<file path="src/sv/fbpa_pkg.sv">
// fbpa_pkg: shared types and constants for the fixed block pool allocator
// no dependencies; imported by every module of the allocator

package fbpa_pkg;

    localparam int POOL_BLOCKS = 64;
    localparam int IDX_W       = 6;
    localparam int CNT_W       = 7;
    localparam int Q_DEPTH     = 2;
    localparam int Q_PTR_W     = 1;
    localparam int Q_CNT_W     = 2;
    localparam int S_DATA_W    = 8;
    localparam int M_DATA_W    = 16;

    localparam logic [CNT_W-1:0] LIMIT_RESET = CNT_W'(POOL_BLOCKS);

    typedef enum logic [0:0] {
        KIND_ALLOC = 1'b0,
        KIND_FREE  = 1'b1
    } kind_t;

    typedef enum logic [1:0] {
        ST_OK          = 2'd0,
        ST_NO_FREE     = 2'd1,
        ST_NOT_IN_POOL = 2'd2
    } status_t;

    // classified request as held in the queue
    typedef struct packed {
        kind_t            kind;
        logic [IDX_W-1:0] block_index;
        logic             in_pool;
    } cmd_t;

    typedef struct packed {
        logic             event_res;
        logic [CNT_W-1:0] free_count;
        logic [IDX_W-1:0] granted_index;
        status_t          status;
    } result_t;

endpackage

</file>
<file path="src/sv/fbpa_front.sv">
// fbpa_front: accepts requests and classifies them against the pool limit
// depends on fbpa_pkg

module fbpa_front (
    input  logic                         s_tvalid,
    output logic                         s_tready,
    input  logic [fbpa_pkg::S_DATA_W-1:0] s_tdata,
    input  logic                         s_tuser,
    input  logic [fbpa_pkg::CNT_W-1:0]   limit,
    output logic                         push,
    output fbpa_pkg::cmd_t               push_cmd,
    input  logic                         q_full
);
    import fbpa_pkg::*;

    logic [IDX_W-1:0] idx;

    always_comb begin
        idx                  = s_tdata[IDX_W-1:0];
        s_tready             = !q_full;
        push                 = s_tvalid && !q_full;
        push_cmd.kind        = kind_t'(s_tuser);
        push_cmd.block_index = idx;
        push_cmd.in_pool     = {1'b0, idx} < limit;
    end

endmodule

</file>
<file path="src/sv/fbpa_queue.sv">
// fbpa_queue: short fifo of classified requests between front and back
// depends on fbpa_pkg

module fbpa_queue (
    input  logic           aclk,
    input  logic           aresetn,
    input  logic           push,
    input  fbpa_pkg::cmd_t push_cmd,
    output logic           full,
    input  logic           pop,
    output fbpa_pkg::cmd_t pop_cmd,
    output logic           valid
);
    import fbpa_pkg::*;

    cmd_t               mem_reg [Q_DEPTH];
    logic [Q_PTR_W-1:0] wr_ptr_reg, wr_ptr_next;
    logic [Q_PTR_W-1:0] rd_ptr_reg, rd_ptr_next;
    logic [Q_CNT_W-1:0] count_reg, count_next;

    always_comb begin
        full        = count_reg == Q_CNT_W'(Q_DEPTH);
        valid       = count_reg != '0;
        pop_cmd     = mem_reg[rd_ptr_reg];
        wr_ptr_next = push ? wr_ptr_reg + 1'b1 : wr_ptr_reg;
        rd_ptr_next = pop ? rd_ptr_reg + 1'b1 : rd_ptr_reg;
        count_next  = count_reg + Q_CNT_W'(push) - Q_CNT_W'(pop);
    end

    always_ff @(posedge aclk) begin
        if (!aresetn) begin
            wr_ptr_reg <= '0;
            rd_ptr_reg <= '0;
            count_reg  <= '0;
        end else begin
            wr_ptr_reg <= wr_ptr_next;
            rd_ptr_reg <= rd_ptr_next;
            count_reg  <= count_next;
        end
    end

    always_ff @(posedge aclk) begin
        if (push) begin
            mem_reg[wr_ptr_reg] <= push_cmd;
        end
    end

`ifndef SYNTH
    a_q_no_overflow: assert property (@(posedge aclk) disable iff (!aresetn)
        full |-> !push)
        else $error("queue pushed while full");
    a_q_no_underflow: assert property (@(posedge aclk) disable iff (!aresetn)
        !valid |-> !pop)
        else $error("queue popped while empty");
    a_q_count: assert property (@(posedge aclk) disable iff (!aresetn)
        count_reg <= Q_CNT_W'(Q_DEPTH))
        else $error("queue count out of range");
`endif

endmodule

</file>
<file path="src/sv/fbpa_back.sv">
// fbpa_back: block flags, first-fit search, free count and result register
// depends on fbpa_pkg

module fbpa_back (
    input  logic                          aclk,
    input  logic                          aresetn,
    input  logic                          q_valid,
    input  fbpa_pkg::cmd_t                q_cmd,
    output logic                          q_pop,
    input  logic [fbpa_pkg::CNT_W-1:0]    limit,
    output logic                          m_tvalid,
    input  logic                          m_tready,
    output logic [fbpa_pkg::M_DATA_W-1:0] m_tdata
);
    import fbpa_pkg::*;

    logic [POOL_BLOCKS-1:0] used_flags_reg, used_flags_next;
    logic [CNT_W-1:0]       used_count_reg, used_count_next;
    logic                   out_valid_reg, out_valid_next;
    result_t                out_reg, out_next;

    logic [POOL_BLOCKS-1:0] limit_mask;
    logic [POOL_BLOCKS-1:0] avail;
    logic                   found;
    logic [IDX_W-1:0]       first;
    logic                   take;

    always_comb begin
        take  = !out_valid_reg || m_tready;
        q_pop = q_valid && take;

        for (int i = 0; i < POOL_BLOCKS; i++) begin
            limit_mask[i] = CNT_W'(i) < limit;
        end
        avail = ~used_flags_reg & limit_mask;

        // lowest free block
        found = 1'b0;
        first = '0;
        for (int i = POOL_BLOCKS - 1; i >= 0; i--) begin
            if (avail[i]) begin
                found = 1'b1;
                first = IDX_W'(i);
            end
        end

        used_flags_next       = used_flags_reg;
        used_count_next       = used_count_reg;
        out_next              = out_reg;
        out_next.status       = ST_OK;
        out_next.granted_index = '0;
        out_next.event_res    = 1'b0;

        if (q_cmd.kind == KIND_ALLOC) begin
            if (found) begin
                used_flags_next[first] = 1'b1;
                used_count_next        = used_count_reg + CNT_W'(1);
                out_next.granted_index = first;
                out_next.event_res     = 1'b1;
            end else begin
                out_next.status = ST_NO_FREE;
            end
        end else begin
            if (q_cmd.in_pool) begin
                if (used_flags_reg[q_cmd.block_index]) begin
                    used_flags_next[q_cmd.block_index] = 1'b0;
                    used_count_next                    = used_count_reg - CNT_W'(1);
                end
                out_next.event_res = 1'b1;
            end else begin
                out_next.status = ST_NOT_IN_POOL;
            end
        end

        out_next.free_count = (limit > used_count_next) ? limit - used_count_next : '0;

        if (!q_pop) begin
            used_flags_next = used_flags_reg;
            used_count_next = used_count_reg;
            out_next        = out_reg;
        end

        out_valid_next = q_pop ? 1'b1 : (out_valid_reg && !m_tready);

        m_tvalid = out_valid_reg;
        m_tdata  = out_reg;
    end

    always_ff @(posedge aclk) begin
        if (!aresetn) begin
            used_flags_reg <= '0;
            used_count_reg <= '0;
            out_valid_reg  <= 1'b0;
        end else begin
            used_flags_reg <= used_flags_next;
            used_count_reg <= used_count_next;
            out_valid_reg  <= out_valid_next;
        end
    end

    always_ff @(posedge aclk) begin
        out_reg <= out_next;
    end

`ifndef SYNTH
    a_count_matches_flags: assert property (@(posedge aclk) disable iff (!aresetn)
        used_count_reg == CNT_W'($countones(used_flags_reg)))
        else $error("used count out of step with block flags");
    a_event_only_ok: assert property (@(posedge aclk) disable iff (!aresetn)
        out_valid_reg && out_reg.event_res |-> out_reg.status == ST_OK)
        else $error("event on failed request");
    a_grant_marks_used: assert property (@(posedge aclk) disable iff (!aresetn)
        q_pop && q_cmd.kind == KIND_ALLOC && found |=> used_flags_reg[out_reg.granted_index])
        else $error("granted block not marked used");
`endif

endmodule

</file>
<file path="src/sv/fixed_block_pool_allocator_core.sv">
// fixed_block_pool_allocator_core: top level of the first-fit block pool allocator
// depends on fbpa_pkg, fbpa_front, fbpa_queue, fbpa_back
//
//  channel   ports            carries
//  -------   --------------   ------------------------------------------------
//  request   s_tvalid/tready  tuser kind, tdata block index
//  result    m_tvalid/tready  tdata status, granted index, free count, event
//  config    cfg_wr_en        cfg_wr_data blocks in use, applied at once
//
//  one request a cycle sustained while the result side does not stall; an accepted
//  request is written into the queue, and the result register loads from the queue
//  head when the result side can take it; the first-fit search over the 64 block
//  flags is combinational in the back end
//  synchronous active-low reset frees every block and sets blocks in use to 64
//  a stalled result holds the back end; the two-entry queue then fills and
//  drops s_tready

module fixed_block_pool_allocator_core (
    input  logic                          aclk,
    input  logic                          aresetn,
    input  logic                          s_tvalid,
    output logic                          s_tready,
    input  logic [fbpa_pkg::S_DATA_W-1:0] s_tdata,   // [5:0] block_index, [7:6] zero
    input  logic                          s_tuser,   // [0] kind
    output logic                          m_tvalid,
    input  logic                          m_tready,
    output logic [fbpa_pkg::M_DATA_W-1:0] m_tdata,   // [1:0] status, [7:2] granted_index,
                                                     // [14:8] free_count, [15] event_res
    input  logic                          cfg_wr_en,
    input  logic [fbpa_pkg::CNT_W-1:0]    cfg_wr_data
);
    import fbpa_pkg::*;

    logic [CNT_W-1:0] blocks_in_use_reg, blocks_in_use_next;
    logic [CNT_W-1:0] limit;
    logic             push, q_full, q_valid, q_pop;
    cmd_t             push_cmd, q_cmd;

    always_comb begin
        blocks_in_use_next = cfg_wr_en ? cfg_wr_data : blocks_in_use_reg;
        limit = (blocks_in_use_reg > CNT_W'(POOL_BLOCKS)) ? CNT_W'(POOL_BLOCKS)
                                                          : blocks_in_use_reg;
    end

    always_ff @(posedge aclk) begin
        if (!aresetn) begin
            blocks_in_use_reg <= LIMIT_RESET;
        end else begin
            blocks_in_use_reg <= blocks_in_use_next;
        end
    end

    fbpa_front u_front (
        .s_tvalid (s_tvalid),
        .s_tready (s_tready),
        .s_tdata  (s_tdata),
        .s_tuser  (s_tuser),
        .limit    (limit),
        .push     (push),
        .push_cmd (push_cmd),
        .q_full   (q_full)
    );

    fbpa_queue u_queue (
        .aclk     (aclk),
        .aresetn  (aresetn),
        .push     (push),
        .push_cmd (push_cmd),
        .full     (q_full),
        .pop      (q_pop),
        .pop_cmd  (q_cmd),
        .valid    (q_valid)
    );

    fbpa_back u_back (
        .aclk     (aclk),
        .aresetn  (aresetn),
        .q_valid  (q_valid),
        .q_cmd    (q_cmd),
        .q_pop    (q_pop),
        .limit    (limit),
        .m_tvalid (m_tvalid),
        .m_tready (m_tready),
        .m_tdata  (m_tdata)
    );

endmodule

</file>
<file path="config.mk">
export PLATFORM = sky130hd
export DESIGN_NAME = fixed_block_pool_allocator_core
export DESIGN_NICKNAME = d
export VERILOG_FILES = /design/src/sv/fbpa_pkg.sv /design/src/sv/fbpa_front.sv /design/src/sv/fbpa_queue.sv /design/src/sv/fbpa_back.sv /design/src/sv/fixed_block_pool_allocator_core.sv
export SDC_FILE = /design/constraint.sdc
export NUM_CORES = 1
export LEC_CHECK = 0
export ABC_CLOCK_PERIOD_IN_PS = 6600
export BUFFER_PORTS_ARGS = -buffer_cell sky130_fd_sc_hd__buf_2
export CAP_MARGIN = 20
export CELL_PAD_IN_SITES_DETAIL_PLACEMENT = 1
export CELL_PAD_IN_SITES_GLOBAL_PLACEMENT = 2
export CORE_ASPECT_RATIO = 1.1
export CORE_MARGIN = 10
export CORE_UTILIZATION = 38
export CTS_CLUSTER_SIZE = 28
export DETAILED_ROUTE_END_ITERATION = 10
export PLACE_DENSITY = 0.83
export SKIP_LAST_GASP = 1
export SLEW_MARGIN = 5
export SYNTH_ARGS = -nofsm -noshare
export SYNTH_HDL_FRONTEND = slang
export SYNTH_SLANG_ARGS = --single-unit
export TNS_END_PERCENT = 5
</file>
<file path="constraint.sdc">
create_clock -name aclk -period 6.6 [get_ports aclk]
set_clock_uncertainty 0.15 [all_clocks]
set_input_delay 0.99 -clock aclk [delete_from_list [all_inputs] [get_ports aclk]]
set_output_delay 0.99 -clock aclk [all_outputs]
set_load 0.01 [all_outputs]
</file>
==> results.md <==
- Status: completed
- P_leak: 3.37 nW
- Synth Area in Adders: 1.93%
- Nets: 1,118
- Ant diodes: 0
- CTS root buf: clkbuf_16
- Routed vias/inst: 6.47
- Synth area leaders: dfxtp_1, edfxtp_1, a21oi_1
- Main combinational cell family by area after synthesis: compound AO/OA/AOI/OAI gates
- Core Area: 21,400 um^2
- Min-Delay Path Class: register to register
- Post-synth ARST share: 0%
- Layout cells sized above 1: 13.8%
- Post-DP HPWL: 28.0 mm
- Port Buf Inserts: 36
- Pwr Density: 342 nW/um^2
- Slew Viols, Final: 0
- Placed Cells incl. Taps: 1,356
- Post-Syn Area: 8300 um^2
- Worst reg2reg path startpoint: blocks_in_use_reg[4]
- Max reg flops: 64
- Die height: 175 um
- Reg-to-reg setup timing slack: 750 ps
- Hold Vio Cnt, Final: 0
- Tot Pwr: 3.22 mW
- H-Tree Level Count: 4
- Seq/Total Area, Yosys: 31.9%
- Area added between synthesis and finish: 13.3%
- Xor/xnor cell area share of the yosys netlist: 2.08%
- Worst skew pair latency: 430 ps
- Final period utilization: 88.7%
- Startpoint class of the critical path: register
- Fin crit period: 5850 ps
- Worst-margin pin slew: 981 ps
- GRT Residual Overflow: 0
- Final setup violation count: 0
- # DRC: 0
- CTS clock-pin slew for the worst setup and hold paths: 60 ps
- Max Root-Sink Buffers: 2
- Initial antenna violation count: 0
- Max Fclk: 171 MHz
- Placed instance area: 8800 um^2
- Req. time, crit path: 6620 ps
- Routed via count: 8,981
- CP Capture Type: register
- Post-CTS setup buffers: 0
- GRT Total Usage: 25.7%
- Synth Warn #: 0
- Dominant cell type by area after synthesis: dfxtp_1
- Routed Antenna Nets: 0
- Worst IR Drop VDD: 0.178 mV
- Max Cap Violations: 0
- Crit path max fanout: 12
- Routability congestion estimate: 1.01
- Setup TNS: 0 ps
- Arr. time, crit path: 5870 ps
- Synth cell types: 89
- Yosys top cell area share: 20.3%
- Worst-case reg-to-reg path depth: 18
- Non-Filler Instances: 1,388
- 1st-iter DRT viols: 991
- Worst slew margin: 33.9%
- First-pass GRT wire length: 55.8 mm
- Main synth FF type: dfxtp_1
- CP endpoint: u_back.m_tdata[14]
- CTS Hold Buffers Added: 0
- Drt first pass iters: 5
- #FFs+latches synth: 116
- DIE AREA: 28,200 um^2
- Routed len/inst: 26.8 um
- Drt total wl: 37.2 mm
- Setup CP Type: register to register
- Initial core utilization: 38.7%
- Syn_area_per_cell: 7.82 um^2
- Synth cell count leaders: nand2_1, a21oi_1, nor2_1
- Top-count cell post-synth: nand2_1
- Syn_nets: 1,094
- RSZ-0062 raised after global routing: no
- Num CTS Buffers: 17
- Synthesized instance count: 1,061
- TritonCTS Sinks: 116
- Post-synth EDFFs: 32
- CP startpoint: blocks_in_use_reg[4]
- PostCTS Resize Cnt: 0
- Die Width: 161 um
- Reg2reg end: u_back.m_tdata[14]
- Row count: 56
- CTS tree: yes
- Simple-gate share of the synthesized area: 24.6%
- Vias in the first global route: 8,820
- Proportion of synthesized area in mux cells: 3.44%
- Synth Area in Compound Gates: 30.8%
- IO Pins: 39
- Largest net degree at the start of global routing: 71
- Final instance area: 9400 um^2
- Fin util: 43.9%
[kinds of logic (layout without fill, tap and decap cells)]
kind of cell	after synthesis	after routing
buf+inv	108	145
fa+ha+maj	13	13
simple gates	409	409
flops	116	116
mux	27	27
xor+xnor	16	16
compound gates	372	372
[placed cells by master (no fill, tap or decap), types with 20 or more instances in the layout]
cell	instances
nor2b_1	20
nand3_1	59
o41ai_1	29
o31ai_1	25
a31o_2	20
nor2_1	89
o21ai_0	53
edfxtp_1	32
nand2_1	130
buf_4	29
a21oi_1	109
inv_1	47
dfxtp_1	84
buf_2	36
[layer usage]
metal	wire length, um	track usage, %	vias to the layer above	share of wire, %
met5	0	0	-	0
met4	2040	13.9	0	5.5
met3	2280	4.16	98	6.1
met2	17600	41.7	371	47
met1	15300	32.0	4462	41
li1	-	-	4050	-
[cell type report]
class | count | area [um^2]
clock inverter | 15 | 179
inverter | 48 | 180
tap | 290 | 363
timing repair buffer | 65 | 398
fill | 2616 | 12000
clock buffer | 17 | 425
sequential | 116 | 2640
multi-input combinational | 837 | 5220
[per-stage QoR]
step	setup WS, ps	hold WS (ps)
floorplan	1830	295
global placement	928	308
detailed placement	860	320
CTS	808	356
global route	366	381
finish	747	360
[where the power goes]
part | leakage (nW) | switching (mW) | internal, mW
Combinational | 2.10 | 0.829 | 0.463
Sequential | 0.985 | 0.0814 | 0.858
Clock | 0.290 | 0.389 | 0.597
[critical path, stage by stage (launching register included)]
cell	delay (ps)
dfxtp_1	460
buf_4	260
nor4b_4	520
a21oi_1	240
o41ai_1	650
nand4_1	180
nand4b_1	460
o41ai_4	520
nand2_1	180
xnor2_1	310
ha_1	200
inv_1	60
ha_1	200
o21ai_0	170
a31o_2	160
or3b_1	390
a31oi_1	240
xor2_1	170
a211oi_1	60
[how the worst min path moves through the flow]
stage,from,cells after the start,endpoint
final,u_back.used_flags_reg[41],2,u_back.used_flags_reg[41]
after global routing,u_back.used_flags_reg[41],2,u_back.used_flags_reg[41]
after CTS,u_back.used_flags_reg[38],2,u_back.used_flags_reg[38]
after detailed placement,u_back.used_flags_reg[38],2,u_back.used_flags_reg[38]
after global placement,u_back.used_flags_reg[38],2,u_back.used_flags_reg[38]
after floorplan,u_back.used_flags_reg[38],2,u_back.used_flags_reg[38]
(Power assumes the default switching activity.)
